--- src/rtl/hpq_pkg.sv ---
// Shared types, constants and command/status structures for the sorted priority queue.
package hpq_pkg;

  localparam int unsigned DEPTH_DEF        = 128;
  localparam int unsigned WEIGHT_WIDTH_DEF = 32;
  localparam int unsigned SYM_W            = 8;
  localparam int unsigned IN_WEIGHT_W      = 32;
  localparam int unsigned OCC_W            = 8;

  typedef enum logic [1:0] {
    RD_NONE,
    RD_HEAD,
    RD_LAST,
    RD_PREV
  } rd_op_t;

  typedef enum logic [1:0] {
    WR_NONE,
    WR_SHIFT,
    WR_ITEM_NEXT,
    WR_ITEM_HEAD
  } wr_op_t;

  typedef enum logic [2:0] {
    ST_IDLE,
    ST_DISPATCH,
    ST_POP_WAIT,
    ST_HEAD_CHK,
    ST_SCAN,
    ST_RESP
  } state_t;

  typedef struct packed {
    logic   capture;
    rd_op_t rd_op;
    wr_op_t wr_op;
    logic   pop_take;
    logic   set_ovf;
    logic   load_out;
  } hpq_cmd_t;

  typedef struct packed {
    logic is_pop;
    logic w_zero;
    logic empty;
    logic full;
    logic idx_zero;
    logic rd_ge;
    logic rd_gt;
    logic out_free;
  } hpq_stat_t;

endpackage

--- src/rtl/hpq_controller.sv ---
// Controller state machine that sequences inserts, pops and result hand-off.
module hpq_controller (
  input  logic                clk,
  input  logic                rst_n,
  input  logic                in_valid,
  output logic                in_ready,
  input  hpq_pkg::hpq_stat_t  stat,
  output hpq_pkg::hpq_cmd_t   cmd
);
  import hpq_pkg::*;

  state_t state_r, state_nxt;

  always_ff @(posedge clk) begin
    if (!rst_n) begin
      state_r <= ST_IDLE;
    end else begin
      state_r <= state_nxt;
    end
  end

  always_comb begin
    state_nxt    = state_r;
    in_ready     = 1'b0;
    cmd.capture  = 1'b0;
    cmd.rd_op    = RD_NONE;
    cmd.wr_op    = WR_NONE;
    cmd.pop_take = 1'b0;
    cmd.set_ovf  = 1'b0;
    cmd.load_out = 1'b0;
    unique case (state_r)
      ST_IDLE: begin
        in_ready = 1'b1;
        if (in_valid) begin
          cmd.capture = 1'b1;
          state_nxt   = ST_DISPATCH;
        end
      end
      ST_DISPATCH: begin
        if (stat.is_pop) begin
          if (stat.empty) begin
            state_nxt = ST_RESP;
          end else begin
            cmd.rd_op = RD_HEAD;
            state_nxt = ST_POP_WAIT;
          end
        end else if (stat.w_zero) begin
          state_nxt = ST_RESP;
        end else if (stat.full) begin
          cmd.set_ovf = 1'b1;
          state_nxt   = ST_RESP;
        end else if (stat.empty) begin
          cmd.wr_op = WR_ITEM_HEAD;
          state_nxt = ST_RESP;
        end else begin
          cmd.rd_op = RD_HEAD;
          state_nxt = ST_HEAD_CHK;
        end
      end
      ST_POP_WAIT: begin
        cmd.pop_take = 1'b1;
        state_nxt    = ST_RESP;
      end
      ST_HEAD_CHK: begin
        if (stat.rd_gt) begin
          cmd.wr_op = WR_ITEM_HEAD;
          state_nxt = ST_RESP;
        end else begin
          cmd.rd_op = RD_LAST;
          state_nxt = ST_SCAN;
        end
      end
      ST_SCAN: begin
        if (stat.idx_zero) begin
          cmd.wr_op = WR_ITEM_NEXT;
          state_nxt = ST_RESP;
        end else if (stat.rd_ge) begin
          cmd.wr_op = WR_SHIFT;
          cmd.rd_op = RD_PREV;
        end else begin
          cmd.wr_op = WR_ITEM_NEXT;
          state_nxt = ST_RESP;
        end
      end
      ST_RESP: begin
        if (stat.out_free) begin
          cmd.load_out = 1'b1;
          state_nxt    = ST_IDLE;
        end
      end
      default: begin
        state_nxt = ST_IDLE;
      end
    endcase
  end

endmodule

--- config.mk ---
export PLATFORM = sky130hd
export DESIGN_NAME = hpq_controller
export DESIGN_NICKNAME = d
export VERILOG_FILES = /design/src/rtl/hpq_pkg.sv /design/src/rtl/hpq_controller.sv
export SDC_FILE = /design/constraint.sdc
export NUM_CORES = 1
export LEC_CHECK = 0
export BUFFER_PORTS_ARGS = -buffer_cell sky130_fd_sc_hd__buf_2
export CORE_AREA = 3 3 40 42
export CTS_CLUSTER_DIAMETER = 50
export DETAILED_ROUTE_END_ITERATION = 7
export DIE_AREA = 0 0 43 45
export PLACE_DENSITY_LB_ADDON = 0.15
export SLEW_MARGIN = 15
export SYNTH_ARGS = -nofsm -noshare
export SYNTH_HDL_FRONTEND = slang
export SYNTH_SLANG_ARGS = --single-unit
--- constraint.sdc ---
create_clock -name clk -period 2.7 [get_ports clk]
set_input_delay 0.81 -clock clk [delete_from_list [all_inputs] [get_ports clk]]
set_output_delay 0.81 -clock clk [all_outputs]
set_load 0.05 [all_outputs]
==> impl_metrics.ini, run 1 <==
[floorplanning]
fp.dieH_um = 45
start_util_pct = 23.6
num_rows = 13
fp.dieArea_um2 = 1940
die_w_um = 43
io_pins = 20
core_area_um2 = 1280

[route]
dr_total_vias = 358
drc = 0
drtAntennaViolNets = 0
drtIter0Drc = 5
via_per_inst = 4.77
dr.pass1.iters = 3
post_drt_wl_per_cell_um = 10.9
routed_wl_um = 821

[setup_path]
crit_fanout = 3
required_ns = 1.89
path_class = in -> out
arrival_ns = 1.71
cp-end-kind = primary output
start_kind = input port

[sta]
fin_skew_ns = 0.00276
finalSetupTns_ns = 0
final_hold_viol_count = 0
max_slew_margin_pct = 69.9
post-route-min-period_ns = 2.52
fin_crit_sh_pct = 93.2
setup_violations = 0
max_freq_ghz = 0.397
slew_viol_final = 0
grt_setup_unrepaired = false
worstMarginPinSlew_ns = 0.451

[cells_and_area]
largest_register = state_r
postLayoutCoreUtil_pct = 33.9
syn2layout_area_growth_pct = 43.8
postLayoutCellArea_um2 = 435
multi_input_comb_area_um2 = 235
fill_cells = 141
regArea_um2 = 60.1
largest_reg_flops = 3
reg_top3 = state_r (3)
fin_nets = 72
drive_gt1_share_pct = 45.0
num_antenna_cells = 0

[clock_tree]
cts_tree = built
cts_max_level = 1
cts-buffers-inserted = 3
cts_root_buf = clkbuf_4
post-cts-setup-buffers = 0
postCtsResizedCells = 0
path_clk_slew_ns = 0.04
clk_latency_ns = 0.24
cts_buffer_depth = 2
clock-sinks = 3
cts_hold_buf = 0

[grt]
grt_max_degree = 12
antenna_found_initial = 0
overflow = 0
grt_pass1_vias = 330
grt_pass1_wl_um = 1300
track_usage_pct = 9.23

[synthesis]
syn_area_um2 = 303
yosysWarnings = 0
synth_fp_nets = 50
ys_ff_latch = 3
syn_avg_cell_area_um2 = 7.76
synth_seq_area_share_pct = 19.8
netlist_instances = 39
synth.distinct_cells = 24

[place]
dp_hpwl_um = 646
dpl-instance-area_um2 = 409
gp_congestion = 0.687
portBuffers = 19

[job]
drv_cap = 0

[status]
status = finished, final reports clean

[pwr]
p_per_area_nw_per_um2 = 601
p_leak_nw = 0.218
irDropWorstVdd_mv = 0.188

[hold_path]
min_path_type = reg -> reg
cell usage after synthesis (all sizes together):
cell    instances  share of area [%]
nor3            2                5.0
dfxtp           3                 20
and2b           1                2.5
nand3b          1                2.5
o31ai           1                2.5
a21oi           1                1.7
buf             2                4.1
o21ai           2                3.3
and3            3                6.2
and2            3                6.2
nor4b           1                7.9
a22oi           1                2.5
a32oi           1                2.9
nand3           1                1.7
nor3b           1                2.5
nor2b           4                 11
o21ba           1                3.3
nor2            1                1.2
o22ai           1                2.1
nand2           6                7.4
nand2b          2                4.1
report_power, final:
part           switching [W]  leakage, nW  total (W)  internal, W
Sequential         0.0000138       0.0247  0.0000636    0.0000498
Combinational      0.0000726        0.178   0.000114    0.0000409
Clock              0.0000288       0.0150  0.0000845    0.0000557
Total               0.000115        0.218   0.000262     0.000146
final timing paths:
kind,cells past startpoint,start,end,slack [ns]
max,6,stat[4],cmd[5],0.18
min,2,state_r[0],state_r[1],0.75
max reg2reg,4,state_r[1],state_r[0],1.39
min reg2reg,2,state_r[0],state_r[1],0.75
metal layers:
layer | vias to the layer above | wire length [µm] | global-route usage (%)
met5 | - | 0 | 0
met4 | 0 | 10 | 5.42
met3 | 2 | 71 | 3.98
met2 | 15 | 364 | 13.5
met1 | 161 | 374 | 11.3
li1 | 180 | - | -
critical path, cell delays in order:
cell and delay [ns]:
buf_2 0.11, o21ba_2 0.21, nor3_2 0.17, nand2_1 0.08
nand2_1 0.06, buf_2 0.26
area by class of cell:
class                           count  area share [%]
Multi-Input combinational cell     34            54.0
Tap cell                           15            4.31
Clock buffer                        4            6.03
Sequential cell                     3            13.8
Timing Repair Buffer               19            21.8
per-stage QoR:
stage / hold WS [ns] / cells / setup WS [ns] / power (W)
after detailed placement: 0.756 / 71 / 0.190 / 0.000179
after global routing: 0.781 / 75 / 0.0869 / 0.000277
after floorplan: 0.682 / 39 / 0.207 / 0.000151
after CTS: 0.765 / 75 / 0.182 / 0.000265
final: 0.751 / 75 / 0.184 / 0.000262
after global placement: 0.752 / 71 / 0.200 / 0.000179
placed cells by master, fill, tap and decap left out, drive strengths merged, types with 2 or more instances in the layout:
cell    instances
dfxtp           3
clkbuf          4
nand2b          2
and3            3
nand2           6
o21ai           2
nor2b           4
and2            3
nor3            2
buf            19
logic make-up after synthesis:
kind of cell	count (synthesis)	share of synthesized area (%)
AND/OR/NAND/NOR	26	57.8
AO/OA/AOI/OAI	8	18.2
flip-flops	3	19.8
buffers and inverters	2	4.13
Power figures use the tool's default switching activity.
==> run 2, diff against run 1 <==
- BUFFER_PORTS_ARGS: -buffer_cell sky130_fd_sc_hd__buf_2 -> -buffer_cell sky130_fd_sc_hd__buf_4
==> run 2 against run 1 <==
Routed wire length down 3.8%; largest power group unchanged; hold slack worse by 0.011 ns; die area unchanged; combinational power up 9.6%.
==> impl_metrics.ini, run 2 (same netlist as run 1, synthesis figures left out) <==
[sta]
fin_crit_sh_pct = 92.2
finalSetupTns_ns = 0
post-route-min-period_ns = 2.49
max_slew_margin_pct = 71.0
final_hold_viol_count = 0
slew_viol_final = 0
setup_violations = 0
grt_setup_unrepaired = false
fin_ws_ns = 0.211
max_freq_ghz = 0.402
fin_skew_ns = 0.00200
worstMarginPinSlew_ns = 0.434

[setup_path]
r2r_start = state_r[1]
required_ns = 1.89
r2r-end = state_r[0]
startpoint = stat[4]
crit_fanout = 3
path_class = in -> out
ff2ff_path_depth = 4
arrival_ns = 1.68
start_kind = input port
reg2reg_slack_ns = 1.43
cp-end-kind = primary output

[route]
drtAntennaViolNets = 0
post_drt_wl_per_cell_um = 10.5
via_per_inst = 4.56
routed_wl_um = 790
dr_total_vias = 342
drc = 0
drtIter0Drc = 4
dr.pass1.iters = 4

[cells_and_area]
num_antenna_cells = 0
final_cell_mix = buf_4 (19), nand2_1 (6)
reg_top3 = state_r (3)
syn2layout_area_growth_pct = 59.5
drive_gt1_share_pct = 45.0
regArea_um2 = 60.1
fin_nets = 72
largest_register = state_r
largest_reg_flops = 3
fill_cells = 146
postLayoutCoreUtil_pct = 37.6
final_common_cell = buf_4
final_cell_count_no_fill = 75
multi_input_comb_area_um2 = 235

[pwr]
irDropWorstVdd_mv = 0.127
power.total_w = 0.000268
combinationalPowerShare_pct = 46.7
clockPowerShare_pct = 29.9
p_switching_w = 0.000111
p_per_area_nw_per_um2 = 555
p_leak_nw = 0.228
power.internal_w = 0.000157
swShare_pct = 41.3
seq_power_share_pct = 23.5

[hold_path]
min_to = state_r[0]
min_path_type = reg -> reg
hp-start = state_r[2]
whs_path_depth = 2

[grt]
antenna_found_initial = 0
track_usage_pct = 9.81
grt_pass1_wl_um = 1320
grt_max_degree = 12
grt_pass1_vias = 312
overflow = 0

[status]
status = finished, final reports clean

[clock_tree]
cts_tree = built
cts-buffers-inserted = 3
post-cts-setup-buffers = 0
path_clk_slew_ns = 0.04
cts_hold_buf = 0
cts_buffer_depth = 2
cts_root_buf = clkbuf_4
postCtsResizedCells = 0
clock-sinks = 3
cts_max_level = 1
clk_latency_ns = 0.24

[place]
dp_hpwl_um = 627
portBuffers = 19
gp_congestion = 0.679
dp_worst_setup_slack_ns = 0.212
dpl.cell_count = 71

[floorplanning]
start_util_pct = 23.6
core_area_um2 = 1280
num_rows = 13
io_pins = 20
fp.dieArea_um2 = 1940
fp.dieH_um = 45
die_w_um = 43

[job]
drv_cap = 0
## run 2: metal layers
| metal | vias up | wire length, µm | global-route usage [%] | share of wire [%] |
|---|---|---|---|---|
| met4 | 0 | 14 | 12.7 | 1.8 |
| met3 | 2 | 56 | 0.797 | 7.1 |
| met2 | 14 | 389 | 13.5 | 49 |
| met5 | - | 0 | 0 | 0 |
| met1 | 146 | 330 | 12.0 | 42 |
| li1 | 180 | - | - | - |
## run 2: power groups by stage
stage	registers (W)	logic, W	clock network (W)
CTS	0.0000632	0.000126	0.0000843
floorplan	0.0000547	0.0000963	0
detailed placement	0.0000637	0.000126	0
global placement	0.0000647	0.000126	0
finish	0.0000629	0.000125	0.0000801
global route	0.0000645	0.000135	0.0000857
## run 2: layout make-up
class,count,share of cell area (%)
multi-input cells,34,48.7
flip-flops and latches,3,12.4
well taps,15,3.89
clock buffers,4,5.44
repair buffers,19,29.5
## run 2: worst max-delay path by stage
stage / slack [ns] / cells after the start / end
2_1_floorplan: 0.21 / 3 / cmd[7]
3_3_place_gp: 0.20 / 6 / cmd[5]
3_5_place_dp: 0.21 / 6 / cmd[5]
4_1_cts: 0.21 / 6 / cmd[5]
5_1_grt: 0.1 / 6 / cmd[5]
6_report: 0.21 / 6 / cmd[5]
## run 2: critical path, stage by stage
cell and delay (ns):
buf_4 0.12, o21ba_2 0.21, nor3_2 0.20, nand2_1 0.08, nand2_1 0.07, buf_4 0.19
## run 2: per-stage QoR
stage | cell area [µm²] | hold slack [ns]
after CTS | 483 | 0.743
after floorplan | 308 | 0.682
final | 483 | 0.740
after detailed placement | 457 | 0.733
after global routing | 483 | 0.761
after global placement | 457 | 0.748
==> run 3, diff against run 2 <==
- clock period: 2.7 -> 2.3 ns (I/O delays scaled with it)
==> run 3 against run 2 <==
Cell count rose by 4.0%; register-to-register slack got worse by 0.41 ns; first-iteration DRC count grew 50%; highest routed layer is now met3; clock skew about the same; largest cell class unchanged; critical path type unchanged.
==> impl_metrics.ini, run 3 (same netlist as run 1, synthesis figures left out) <==
[cells_and_area]
syn2layout_area_growth_pct = 66.9
largest_register = state_r
largest_reg_flops = 3
postLayoutCellArea_um2 = 505
drive_gt1_share_pct = 47.6
reg_top3 = state_r (3)
final_cell_count_no_fill = 78
postLayoutCoreUtil_pct = 39.3
num_antenna_cells = 0
final_cell_mix = buf_4 (22), nand2_1 (6)
fin_nets = 75
final_common_cell = buf_4

[grt]
grt_max_degree = 12
overflow = 0
grt_pass1_wl_um = 1270
antenna_found_initial = 0
track_usage_pct = 8.97
grt_pass1_vias = 337

[floorplanning]
fp.dieH_um = 45
io_pins = 20
core_area_um2 = 1280
die_w_um = 43
fp.dieArea_um2 = 1940
start_util_pct = 23.6
num_rows = 13

[route]
dr_total_vias = 357
dr.pass1.iters = 4
drtAntennaViolNets = 0
via_per_inst = 4.58
post_drt_wl_per_cell_um = 10.4
drtIter0Drc = 6
routed_wl_um = 812
drc = 0

[place]
dp_worst_setup_slack_ns = 0.100
portBuffers = 19
dpl.cell_count = 74
dp_hpwl_um = 658
dpl-instance-area_um2 = 479
gp_congestion = 0.694

[clock_tree]
cts_hold_buf = 0
cts_max_level = 1
post-cts-setup-buffers = 0
cts_buffer_depth = 2
clock-sinks = 3
cts-buffers-inserted = 3
path_clk_slew_ns = 0.03
cts_tree = built
postCtsResizedCells = 0
clk_latency_ns = 0.23
cts_root_buf = clkbuf_4

[sta]
worstMarginPinSlew_ns = 0.446
post-route-min-period_ns = 2.19
fin_skew_ns = 0.00243
fin_ws_ns = 0.114
max_slew_margin_pct = 70.2
setup_violations = 0
whs_ns = 0.633
grt_setup_unrepaired = false
slew_viol_final = 0
final_hold_viol_count = 0
max_freq_ghz = 0.457
fin_crit_sh_pct = 95.1

[hold_path]
min_path_type = reg -> reg

[setup_path]
cp-end-kind = primary output
crit_fanout = 2
arrival_ns = 1.50
crit_chain = buf_4, nor4b_4, a32oi_1, o21ai_1, buf_4
cp_top_family = buffers and inverters
crit_top_cell = buf_4
start_kind = input port
path_buf_inv = 2
max_stage_delay_ns = 0.25
cpMaxStageDelayCell = nor4b_4
required_ns = 1.61
reg2reg_slack_ns = 1.02
path_class = in -> out

[pwr]
irDropWorstVdd_mv = 0.195
p_per_area_nw_per_um2 = 640
p_leak_nw = 0.243

[status]
status = finished, final reports clean

[job]
drv_cap = 0
[run 3: worst paths after layout]
kind | startpoint | depth (start not counted) | end
worst max-delay path | stat[6] | 5 | cmd[4]
worst min-delay path | state_r[2] | 2 | state_r[1]
worst max register to register | state_r[1] | 4 | state_r[0]
worst min register to register | state_r[2] | 2 | state_r[1]
[run 3: layout make-up]
class                      count  area [µm²]
timing repair buffer          22         165
multi-input combinational     34         235
fill                         140         779
tap                           15        18.8
clock buffer                   4        26.3
sequential                     3        60.1
[run 3: worst reg2reg max path: cells and delay by family, from the launching register on]
family           cells  cell delay, ns
AND/OR/NAND/NOR      2            0.31
flip-flops           1            0.58
AO/OA/AOI/OAI        2            0.28
[run 3: power by group]
| part | switching (W) | internal [W] | total, W |
|---|---|---|---|
| logic | 0.0000971 | 0.0000694 | 0.000166 |
| clock network | 0.0000275 | 0.0000650 | 0.0000925 |
| registers | 0.00000618 | 0.0000585 | 0.0000647 |
| total | 0.000131 | 0.000193 | 0.000324 |
[run 3: stage by stage]
stage	setup TNS (ns)	total power, W
after floorplan	-0.107	0.000177
after global placement	0	0.000234
after detailed placement	0	0.000233
after CTS	0	0.000330
after global routing	0	0.000345
final	0	0.000324
[run 3: layer usage]
metal  part of all wire, %  track usage, %  up-vias
li1                      -               -      186
met1                    43            10.5      159
met2                    51            14.7       12
met3                   5.7               0        0
met4                     0            9.04        0
met5                     0               0        -
